===== src/assert_macros.svh =====
// ----------------------------------------------------------------------------
// assertion macros
// shared concurrent assertion forms, empty under synthesis
// ----------------------------------------------------------------------------
`ifndef ASSERT_MACROS_SVH
`define ASSERT_MACROS_SVH

`ifndef SYNTHESIS

// same-cycle implication
`define ASSERT_IMPLIES(label, clk, rst_n, ante, cons) \
    label: assert property (@(posedge clk) disable iff (!(rst_n)) (ante) |-> (cons)) \
        else $error("assertion failed");

// next-cycle implication
`define ASSERT_NEXT(label, clk, rst_n, ante, cons) \
    label: assert property (@(posedge clk) disable iff (!(rst_n)) (ante) |=> (cons)) \
        else $error("assertion failed");

`else

`define ASSERT_IMPLIES(label, clk, rst_n, ante, cons)
`define ASSERT_NEXT(label, clk, rst_n, ante, cons)

`endif

`endif


===== src/itoa_pkg.sv =====
// ----------------------------------------------------------------------------
// itoa_pkg
// types and constants of the integer to ascii formatter
// ----------------------------------------------------------------------------
package itoa_pkg;

    localparam int VALUE_W     = 64;
    localparam int DIGIT_COUNT = 20;
    localparam int DIGITS_W    = 4 * DIGIT_COUNT;
    localparam int LEN_W       = 5;

    // format modes
    localparam logic [1:0] OP_SDEC = 2'd0;
    localparam logic [1:0] OP_UDEC = 2'd1;
    localparam logic [1:0] OP_HEX  = 2'd2;
    localparam logic [1:0] OP_PTR  = 2'd3;

    // ascii codes
    localparam logic [6:0] CH_MINUS = 7'h2D;
    localparam logic [6:0] CH_ZERO  = 7'h30;
    localparam logic [6:0] CH_X     = 7'h78;
    localparam logic [6:0] CH_ALPHA = 7'h37;

    typedef struct packed {
        logic [VALUE_W-1:0] mag;
        logic               neg;
        logic               hex;
        logic               ptr;
    } t_job;

    typedef enum logic [2:0] {
        S_IDLE,
        S_CONV,
        S_LEAD,
        S_SIGN,
        S_PFX0,
        S_PFXX,
        S_DIGIT
    } t_state;

    function automatic logic [6:0] hex_glyph(input logic [3:0] d);
        logic [6:0] g;
        if (d < 4'd10) begin
            g = CH_ZERO + {3'd0, d};
        end else begin
            g = CH_ALPHA + {3'd0, d};
        end
        return g;
    endfunction

endpackage


===== src/itoa_front.sv =====
// ----------------------------------------------------------------------------
// itoa_front
// classifies an item: picks radix, sign and magnitude
// ----------------------------------------------------------------------------
module itoa_front (
    input  logic [63:0]        i_value,
    input  logic [1:0]         i_operation,
    output itoa_pkg::t_job     o_job
);
    import itoa_pkg::*;

    logic [32:0] neg_mag;

    // magnitude of a negative 32-bit value, formed wide so the minimum fits
    assign neg_mag = 33'h1_0000_0000 - {1'b0, i_value[31:0]};

    always_comb begin
        o_job = '0;
        case (i_operation)
            OP_SDEC: begin
                o_job.neg = i_value[31];
                if (i_value[31]) begin
                    o_job.mag = {31'd0, neg_mag};
                end else begin
                    o_job.mag = {32'd0, i_value[31:0]};
                end
            end
            OP_UDEC: begin
                o_job.mag = i_value;
            end
            OP_HEX: begin
                o_job.mag = {32'd0, i_value[31:0]};
                o_job.hex = 1'b1;
            end
            OP_PTR: begin
                o_job.mag = i_value;
                o_job.ptr = 1'b1;
            end
            default: begin
                o_job = '0;
            end
        endcase
    end

endmodule


===== src/itoa_queue.sv =====
// ----------------------------------------------------------------------------
// itoa_queue
// two-entry queue of classified items between front and back
// ----------------------------------------------------------------------------
module itoa_queue (
    input  logic               i_clk,
    input  logic               i_rst_n,
    input  logic               i_push_valid,
    output logic               o_push_ready,
    input  itoa_pkg::t_job     i_job,
    output logic               o_pop_valid,
    input  logic               i_pop_ready,
    output itoa_pkg::t_job     o_job
);
    import itoa_pkg::*;

    t_job       r_head, n_head;
    t_job       r_tail, n_tail;
    logic [1:0] r_count, n_count;
    logic       push, pop;

    assign o_push_ready = (r_count != 2'd2);
    assign o_pop_valid  = (r_count != 2'd0);
    assign o_job        = r_head;
    assign push         = i_push_valid && o_push_ready;
    assign pop          = o_pop_valid && i_pop_ready;

    always_comb begin
        n_head  = r_head;
        n_tail  = r_tail;
        n_count = r_count;
        case (r_count)
            2'd0: begin
                if (push) begin
                    n_head  = i_job;
                    n_count = 2'd1;
                end
            end
            2'd1: begin
                if (push && pop) begin
                    n_head = i_job;
                end else if (push) begin
                    n_tail  = i_job;
                    n_count = 2'd2;
                end else if (pop) begin
                    n_count = 2'd0;
                end
            end
            2'd2: begin
                if (pop) begin
                    n_head  = r_tail;
                    n_count = 2'd1;
                end
            end
            default: begin
                n_count = 2'd0;
            end
        endcase
    end

    always_ff @(posedge i_clk) begin
        if (!i_rst_n) begin
            r_count <= 2'd0;
        end else begin
            r_count <= n_count;
        end
    end

    always_ff @(posedge i_clk) begin
        r_head <= n_head;
        r_tail <= n_tail;
    end

endmodule


===== src/itoa_back.sv =====
// ----------------------------------------------------------------------------
// itoa_back
// digit extraction and character sequencing with an output register
// ----------------------------------------------------------------------------
module itoa_back (
    input  logic               i_clk,
    input  logic               i_rst_n,
    input  logic               i_job_valid,
    output logic               o_job_ready,
    input  itoa_pkg::t_job     i_job,
    output logic               o_valid,
    input  logic               i_ready,
    output logic [6:0]         o_character,
    output logic               o_last
);
    import itoa_pkg::*;

    t_state                r_state, n_state;
    logic [DIGITS_W-1:0]   r_digits, n_digits;
    logic [VALUE_W-1:0]    r_bin, n_bin;
    logic                  r_neg, n_neg;
    logic [3:0]            r_step, n_step;
    logic [LEN_W-1:0]      r_len, n_len;
    logic                  r_out_valid, n_out_valid;
    logic [6:0]            r_char, n_char;
    logic                  r_last, n_last;

    logic                  out_ok;
    logic [DIGITS_W-1:0]   dab_digits;
    logic [VALUE_W-1:0]    dab_bin;
    logic [LEN_W-1:0]      lead_len;
    logic [3:0]            cur_digit;

    assign out_ok      = !r_out_valid || i_ready;
    assign o_valid     = r_out_valid;
    assign o_character = r_char;
    assign o_last      = r_last;
    assign cur_digit   = r_digits[{r_len - 5'd1, 2'b00} +: 4];

    // shift-add-3 conversion, four bits per cycle
    always_comb begin
        dab_digits = r_digits;
        dab_bin    = r_bin;
        for (int s = 0; s < 4; s++) begin
            for (int k = 0; k < DIGIT_COUNT; k++) begin
                if (dab_digits[4*k +: 4] >= 4'd5) begin
                    dab_digits[4*k +: 4] = dab_digits[4*k +: 4] + 4'd3;
                end
            end
            dab_digits = {dab_digits[DIGITS_W-2:0], dab_bin[VALUE_W-1]};
            dab_bin    = {dab_bin[VALUE_W-2:0], 1'b0};
        end
    end

    // count of significant digits, at least one
    always_comb begin
        lead_len = 5'd1;
        for (int k = 0; k < DIGIT_COUNT; k++) begin
            if (r_digits[4*k +: 4] != 4'd0) begin
                lead_len = LEN_W'(k + 1);
            end
        end
    end

    always_comb begin
        n_state     = r_state;
        n_digits    = r_digits;
        n_bin       = r_bin;
        n_neg       = r_neg;
        n_step      = r_step;
        n_len       = r_len;
        n_out_valid = r_out_valid && !i_ready;
        n_char      = r_char;
        n_last      = r_last;
        o_job_ready = 1'b0;
        case (r_state)
            S_IDLE: begin
                o_job_ready = 1'b1;
                if (i_job_valid) begin
                    n_bin  = i_job.mag;
                    n_neg  = i_job.neg;
                    n_step = 4'd0;
                    if (i_job.ptr) begin
                        n_digits = {16'd0, i_job.mag};
                        n_len    = 5'd16;
                        n_state  = S_PFX0;
                    end else if (i_job.hex) begin
                        n_digits = {16'd0, i_job.mag};
                        n_state  = S_LEAD;
                    end else begin
                        n_digits = '0;
                        n_state  = S_CONV;
                    end
                end
            end
            S_CONV: begin
                n_digits = dab_digits;
                n_bin    = dab_bin;
                n_step   = r_step + 4'd1;
                if (r_step == 4'd15) begin
                    n_state = S_LEAD;
                end
            end
            S_LEAD: begin
                n_len   = lead_len;
                n_state = r_neg ? S_SIGN : S_DIGIT;
            end
            S_SIGN: begin
                if (out_ok) begin
                    n_out_valid = 1'b1;
                    n_char      = CH_MINUS;
                    n_last      = 1'b0;
                    n_state     = S_DIGIT;
                end
            end
            S_PFX0: begin
                if (out_ok) begin
                    n_out_valid = 1'b1;
                    n_char      = CH_ZERO;
                    n_last      = 1'b0;
                    n_state     = S_PFXX;
                end
            end
            S_PFXX: begin
                if (out_ok) begin
                    n_out_valid = 1'b1;
                    n_char      = CH_X;
                    n_last      = 1'b0;
                    n_state     = S_DIGIT;
                end
            end
            S_DIGIT: begin
                if (out_ok) begin
                    n_out_valid = 1'b1;
                    n_char      = hex_glyph(cur_digit);
                    n_last      = (r_len == 5'd1);
                    n_len       = r_len - 5'd1;
                    if (r_len == 5'd1) begin
                        n_state = S_IDLE;
                    end
                end
            end
            default: begin
                n_state = S_IDLE;
            end
        endcase
    end

    always_ff @(posedge i_clk) begin
        if (!i_rst_n) begin
            r_state     <= S_IDLE;
            r_out_valid <= 1'b0;
        end else begin
            r_state     <= n_state;
            r_out_valid <= n_out_valid;
        end
    end

    always_ff @(posedge i_clk) begin
        r_digits <= n_digits;
        r_bin    <= n_bin;
        r_neg    <= n_neg;
        r_step   <= n_step;
        r_len    <= n_len;
        r_char   <= n_char;
        r_last   <= n_last;
    end

endmodule


===== src/integer_to_ascii_formatter_unit.sv =====
// ----------------------------------------------------------------------------
// integer_to_ascii_formatter_unit
// formats a 64-bit value as ascii text, one character per output item
// ----------------------------------------------------------------------------
// input channel: i_valid / o_ready with i_value and i_operation (signed
// decimal, unsigned decimal, hex, pointer). output channel: o_valid /
// i_ready with o_character and o_last, last set on the final character.
// an item is classified on entry and parked in a two-entry queue, so up to
// two items are taken while the back end is still busy.
// back end steps: it picks up the item from the queue, then
//   decimal: shift-add-3 conversion (four bits a cycle), a leading-digit
//            step, a minus sign if negative, then the digits
//   hex:     a leading-digit step, then up to 8 characters
//   pointer: 18 characters
// characters go out one per cycle while the receiver is ready. the digit
// converter and the character output set the rate; the back end takes no
// new item before its last character. a stalled receiver holds the output
// register and the back end waits; the queue keeps taking items until it
// is full. reset empties the queue and output register, idles the back end.
// ----------------------------------------------------------------------------
`include "assert_macros.svh"

module integer_to_ascii_formatter_unit (
    input  logic        i_clk,
    input  logic        i_rst_n,
    input  logic        i_valid,
    output logic        o_ready,
    input  logic [63:0] i_value,
    input  logic [1:0]  i_operation,
    output logic        o_valid,
    input  logic        i_ready,
    output logic [6:0]  o_character,
    output logic        o_last
);
    import itoa_pkg::*;

    t_job front_job;
    t_job queue_job;
    logic q_valid;
    logic q_ready;

    itoa_front u_front (
        .i_value     (i_value),
        .i_operation (i_operation),
        .o_job       (front_job)
    );

    itoa_queue u_queue (
        .i_clk        (i_clk),
        .i_rst_n      (i_rst_n),
        .i_push_valid (i_valid),
        .o_push_ready (o_ready),
        .i_job        (front_job),
        .o_pop_valid  (q_valid),
        .i_pop_ready  (q_ready),
        .o_job        (queue_job)
    );

    itoa_back u_back (
        .i_clk       (i_clk),
        .i_rst_n     (i_rst_n),
        .i_job_valid (q_valid),
        .o_job_ready (q_ready),
        .i_job       (queue_job),
        .o_valid     (o_valid),
        .i_ready     (i_ready),
        .o_character (o_character),
        .o_last      (o_last)
    );

    // a full queue always has work for the back end
    `ASSERT_IMPLIES(a_full_has_work, i_clk, i_rst_n, !o_ready, q_valid)

    // the text always ends in a digit
    `ASSERT_IMPLIES(a_last_is_digit, i_clk, i_rst_n, o_valid && o_last, ((o_character >= CH_ZERO) && (o_character <= 7'h39)) || ((o_character >= 7'h41) && (o_character <= 7'h46)))

    // a sign is always followed by digits
    `ASSERT_IMPLIES(a_sign_not_last, i_clk, i_rst_n, o_valid && (o_character == CH_MINUS), !o_last)

endmodule


===== config.mk =====
export PLATFORM = sky130hd
export DESIGN_NAME = integer_to_ascii_formatter_unit
export DESIGN_NICKNAME = d
export VERILOG_FILES = /design/src/itoa_pkg.sv /design/src/itoa_front.sv /design/src/itoa_queue.sv /design/src/itoa_back.sv /design/src/integer_to_ascii_formatter_unit.sv
export VERILOG_INCLUDE_DIRS = /design/src /design/src/src
export SDC_FILE = /design/constraint.sdc
export NUM_CORES = 1
export LEC_CHECK = 0
export BUFFER_PORTS_ARGS = -buffer_cell sky130_fd_sc_hd__buf_2
export CAP_MARGIN = 0
export CORE_AREA = 5 5 231 233
export CTS_BUF_LIST = sky130_fd_sc_hd__clkbuf_8
export CTS_CLUSTER_SIZE = 40
export DETAILED_ROUTE_END_ITERATION = 8
export DIE_AREA = 0 0 236 238
export PLACE_DENSITY = 0.71
export SLEW_MARGIN = 5
export SYNTH_ARGS = -nofsm -noshare
export SYNTH_HDL_FRONTEND = slang
export SYNTH_SLANG_ARGS = --single-unit

===== constraint.sdc =====
create_clock -name i_clk -period 14.49 [get_ports i_clk]
set_input_delay 2.1735 -clock i_clk [delete_from_list [all_inputs] [get_ports i_clk]]
set_output_delay 2.1735 -clock i_clk [all_outputs]
set_load 0.05 [all_outputs]

# == Word-level counts from Yosys, hierarchy flattened ==
# Index checks and enable logic that the tools add are counted.
# classes
n_addsub,85
magnitude_cmp,81
eq_ne,29
shift,1
mux,148
bitwise_logic,1
n_reduce_logical,48
# ops
cell,n
$mux 4,85
$ge 4x3->1 const B,80
$add 4x2->4 const B,76
$mux 67,3
$pmux 67 s3,1
$pmux 64 s3,1
$mux 80,2
$pmux 80 s2,1
$mux 64,2
$pmux 64 s2,1
$reduce_bool 4->1,20
$shiftx 80x8->4,1
$mux 3,16
$mux 5,8
$mux 7,5
$mux 33,1
$sub 33x32->33 const A,1
$pmux 7 s4,1
$ne 2x1->1 const B,11
$pmux 3 s6,1
$mux 2,8
$pmux 5 s3,1
$add 6x4->7 const A,2
$add 3x2->3 const B,4
other kinds (32),61
# word_totals
ff_bits,302
out_inout_bits,10

# == Logic depth before layout (Yosys ltp) ==
# depth
ltp_word,21
depth_mapped,23
depth_no_buf,23

# == By module ==
# From an unflattened synthesis, not the netlist that was laid out.
# hier_totals
cells_unflattened,2529
hier_area_um2,24344.6
# modules_own_cells
mod,instances,cells_each,area_per_inst_um2,seq_area_each_um2
itoa_back,1,2162,18315.1,4944.7
itoa_queue,1,224,5019.8,4063.9
itoa_front,1,143,1009.7,0.0

# == Worst setup path before layout ==
# OpenSTA, ideal clock, no wires.
# synth_path
kind,reg-to-reg
from,register u_back.r_state[1]
to,"register u_back.r_bin[0], enable pin"
setup_ps,860
arrival_time_ps,11285
required_time_ps,13630
path_slack_ps,2345
stages_incl_launch_ff,4
path_buffers,1
synth_period_minus_slack_ps,12145
path_cell_list,dfxtp_1 clkbuf_1 or3_1 o21ai_0
# synth_between
elab_chain_len,3
word_cells_on_any_way,5
classes_between,eq/ne: 2; reduce/logical: 3
# synth_rtl
element,line_no,text
"start, declared",itoa_back.sv:18,"t_state r_state, n_state;"
"start signal, assigned",itoa_back.sv:154,r_state <= n_state;
$eq 3x1->1 / $logic_not 3->1 (equally long branches),itoa_back.sv:76,case (r_state)
$reduce_bool 2->1 (no source line) / $ne 2x2->1 (equally long branches),-,
$reduce_and 2->1 (no source line) (*),-,
"end signal, assigned",itoa_back.sv:161,r_bin <= n_bin;
"end, declared",itoa_back.sv:20,"logic [VALUE_W-1:0] r_bin, n_bin;"
# Every way passes the cells marked *; elsewhere a longest branch is shown, timed or not.
# A chain may end at the register's enable or synchronous reset.

# == Worst setup path after layout ==
# layout_path
from,register u_back.r_digits[12]
to,"register u_back.r_digits[14], data pin"
# layout_between
elab_chain_len,9
word_cells_on_any_way,13
classes_between,add/sub: 4; order compare: 4; mux: 5
# layout_rtl
element,line_no,text
"start, declared",itoa_back.sv:19,"logic [DIGITS_W-1:0] r_digits, n_digits;"
"start signal, assigned",itoa_back.sv:160,r_digits <= n_digits;
$add 4x2->4 / $ge 4x3->1 (equally long branches),"itoa_back.sv:47, itoa_back.sv:46",
$mux 4 (*),itoa_back.sv:46,if (dab_digits[4*k +: 4] >= 4'd5) begin
$add 4x2->4 / $ge 4x3->1 (equally long branches),"itoa_back.sv:47, itoa_back.sv:46",
$mux 4 (*),itoa_back.sv:46,
$ge 4x3->1 / $add 4x2->4 (equally long branches),"itoa_back.sv:46, itoa_back.sv:47",
$mux 4 (*),itoa_back.sv:46,
$add 4x2->4 / $ge 4x3->1 (equally long branches),"itoa_back.sv:47, itoa_back.sv:46",
$mux 4 (*),itoa_back.sv:46,
$pmux 80 s2 (*),itoa_back.sv:76,
via u_back.n_digits[14],itoa_back.sv:19,
# Mark *: on every way through the listed nets, which the timed path passes. The rest lies on a longest branch.

==> results.md <==
* Number of levels in the clock H-tree at 2
* Post-synthesis instance area at roughly 23000 sq um
* Count of warnings emitted by yosys at 0
* Post-synth ARST share at 0%
* Count of max-cap constraint violations at 0
* CTS hold repair buffers at 0
* Via density at between 5 and 6
* Placed inst area at 23700 sq um
* Max Clock Freq at between 200 and 250 MHz
* Routability congestion estimate at roughly 0.84
* Termination of the worst setup path: u_back.r_digits[14]
* Total CTS buffers at 52
* Delay of the slowest critical-path stage at around 0.48 ns
* Fin crit share at around 34%
* Number of top-level pins at 80
* Final-layout fill cell count at ~4700
* Remaining global-route overflow at 0
* Fraction of layout cells with a size suffix above 1 at under 10%
* Total nets after synthesis at approximately 2700
* Final ANT Viol Nets at 0
* Wire length per cell at about 16 um
* Number of flops mapped to enable cells by yosys at a little under 300
* Final setup viols at 0
* Worst-path cell chain: inv_1 -> ha_1 -> and2b_4 -> o21ai_0 -> and2_1 -> inv_1 -> ha_1 -> nor2b_1 -> o31ai_1 -> xnor2_1 -> ha_1 -> nor2b_1 -> a211o_1 -> xnor2_1 -> inv_1 -> ha_1 -> nand2b_1 -> a21boi_1 -> mux2i_1 -> o21ai_1
* Transition time of the tightest slew-check pin at 1.18 ns
* Primary flip-flop cell chosen by synthesis mapping: edfxtp_1
* Critical path's slowest cell: edfxtp_1
* Placeable Area at 51000 sq um
* Synthesized-area fraction occupied by adder cells at under 10%
* Clock Pin Slew Worst Setup and Hold Paths at approximately 0.06 ns
* Number of distinct standard cells referenced by the synthesized netlist at slightly above 90
* Height of the die at between 200 and 250 um
* Post-Syn Instances at 2469
* Number of nets in the layout at 2754
* Source-to-sink clock delay at the later pin of the worst-skew pair at 0.63 ns
* Hold Crit Class: reg -> reg
* Iteration-0 DRC count of the detailed router at around 1400
* Startpoint class of the critical path: register
* Cell family with the largest share of critical-path delay: compound AO/OA/AOI/OAI gates
* Buffers and inverters on the worst path at 3
* Synth top area share at between 30% and 40%
* Residual DRC at 0
* Starting utilization of the core area at between 40% and 50%
* Result of the run: complete, no violations
* Max Slew Vio Count at 0
* CP Class: reg -> reg
* Aggregate global-route resource usage at a little under a fifth
* Worst reg-to-reg setup slack at ~9.5 ns
* CP Data Arrival Time at 5.35 ns
* Area taken by flip-flops and latches at between 9000 and 10000 sq um
* Post-synthesis share of cell area spent on xor and xnor gates at ~4%
* Crit path depth at 20
* Global-route wire length before repair at roughly 87000 um
* Number of buffers inserted by post-CTS setup repair at 0
* Maximum number of buffers from clock root to sink at 3
* Multiplexer fraction of the synthesized cell area at under 10%
* Basic-gate share of the synthesized area counting and, or, nand and nor cells at a little over 20%
* TritonCTS clock tree: done
* Worst R2R End: u_back.r_digits[14]
* Post-synth top area cell: edfxtp_1
* Min Clock Period, post-route at 4.99 ns
* RSZ-0062 raised after global routing: false
* Floorplan die area at 56200 sq um
* Post-cts resize count at 0
* Area fraction in compound gates after synthesis at 13.4%
* Worst setup path startpoint: u_back.r_digits[12]
* FF-to-FF Start: u_back.r_digits[12]
* Signed area change from the synthesized netlist to the final layout at 8.51%
* Critical path fanouts, max at 7
* Count of TritonRoute iterations in the first routing pass at 5
* Number of antenna violations at the first check in global routing at 3
* Worst-case headroom to the max-slew limit at between 20% and 30%
* Number of port buffers at 79
* Buffer cell driving the clock tree root: clkbuf_8
* Final WL at about 53000 um
* Worst setup EP type: register
* Most used standard cells in the synthesized netlist: nand2_1 (420), edfxtp_1 (296), nor2_1 (227)
* Number of clock sinks at between 300 and 400
* Final Hold Fails at 0
* Cells taking the most area after synthesis: edfxtp_1 (39%), ha_1 (9.2%), nand2_1 (7.0%), mux2i_1 (4.4%), nor2_1 (3.8%)
* HPWL reported at the end of detailed placement at between 30000 and 40000 um
* Count leader, synth: nand2_1
* Site row count at between 80 and 90
* Dominant combinational cell family by area after synthesis: simple AND/OR/NAND/NOR gates
* Seq cells post-synth at about 300
* Worst EP required at about 15 ns
* Via count of the first global-routing pass at between 15000 and 20000
* Setup skew after layout at ~0.020 ns
* Dominant cell type by count on the critical path: ha_1
* Maximum number of pins on one net before global-route repair at slightly below 90
* Area of combinational cells with multiple inputs at between 10000 and 15000 sq um
* Worst-case reg-to-reg path depth at 20
* Sequential area share after synthesis at between 30% and 40%
* Synthesized area per cell at between 9 and 10 sq um
* Design area at about 25000 sq um
* Die Width at around 240 um
* Setup total negative slack at 0 ns
* DR vias at approximately 18000
-- state kept, by name, summed over array words and instances, names as in the netlist, 3 cells and up --
name,flops
u_back.r_digits,80
u_queue.o_job,67
u_queue.r_tail,67
u_back.r_bin,64
u_back.o_character,7
u_back.r_len,5
u_back.r_step,4
u_back.r_state,3
-- final cells by class --
class	count	area share, %
Multi-Input combinational cell	1883	51.3
Sequential cell	302	36.6
Tap cell	680	3.46
Clock buffer	53	2.96
Inverter	188	2.87
Timing Repair Buffer	91	1.97
Clock inverter	39	0.854
Antenna cell	1	0.0102
-- worst min-delay path by stage --
stage,from,end,slack (ns),depth (start not counted)
after global placement,u_queue.r_tail[40],u_queue.o_job[40],0.49,2
final,u_queue.r_tail[1],u_queue.o_job[1],0.50,2
after detailed placement,u_queue.r_tail[43],u_queue.o_job[43],0.49,2
after global routing,u_queue.r_tail[53],u_queue.o_job[53],0.51,2
after CTS,u_queue.r_tail[1],u_queue.o_job[1],0.50,2
after floorplan,u_queue.o_job[2],u_back.r_neg,0.40,0
-- cell families (layout without fill, tap and decap cells) --
kind of cell | Yosys count | after routing
muxes | 157 | 157
other | 0 | 1
and+or+nand+nor | 995 | 995
DFF | 302 | 302
buffers and inverters | 284 | 371
adders and majority gates | 166 | 166
AOI/OAI and AO/OA | 460 | 460
xor gates and xnor gates | 105 | 105
-- tightest hold or removal path, stage by stage (launching register included) --
cell      delay [ns]
edfxtp_1        0.32
nand2_1         0.05
nand2_1         0.04
-- stage by stage --
step	instances	util [%]	hold WS [ns]	setup WS, ns
2_1_floorplan	2469	-	0.400	2.35
3_3_place_gp	3144	46.4	0.489	9.81
3_5_place_dp	3144	46.4	0.492	9.54
4_1_cts	3236	48.3	0.503	9.53
5_1_grt	3237	48.3	0.511	9.09
6_report	3237	48.3	0.495	9.50
-- per-layer routing --
metal	GRT usage [%]	part of all wire (%)	vias up
met2	31.4	47	448
li1	-	-	8798
met3	3.16	5.2	126
met4	6.51	3.1	4
met5	0	0.041	-
met1	23.9	45	8497
-- layout by cell type, fill, tap and decap left out, types with 19 or more instances in the layout --
cell	n
nand2_1	419
edfxtp_1	296
nor2_1	227
inv_1	195
ha_1	166
mux2i_1	100
a21oi_1	90
buf_2	79
o21ai_1	74
xnor2_1	71
o21ai_0	63
nand3_1	58
and2_1	56
clkbuf_8	53
nor2b_1	48
nand2b_1	41
xor2_1	34
nor3b_1	34
mux2_2	34
nor3_1	27
o31ai_1	27
a211oi_1	22
a21o_1	21
mux4_2	20
a211o_1	19
Power is left out: the tool's default activity adds up to more than one toggle a clock period on the data nets, which glitch-free logic cannot reach.
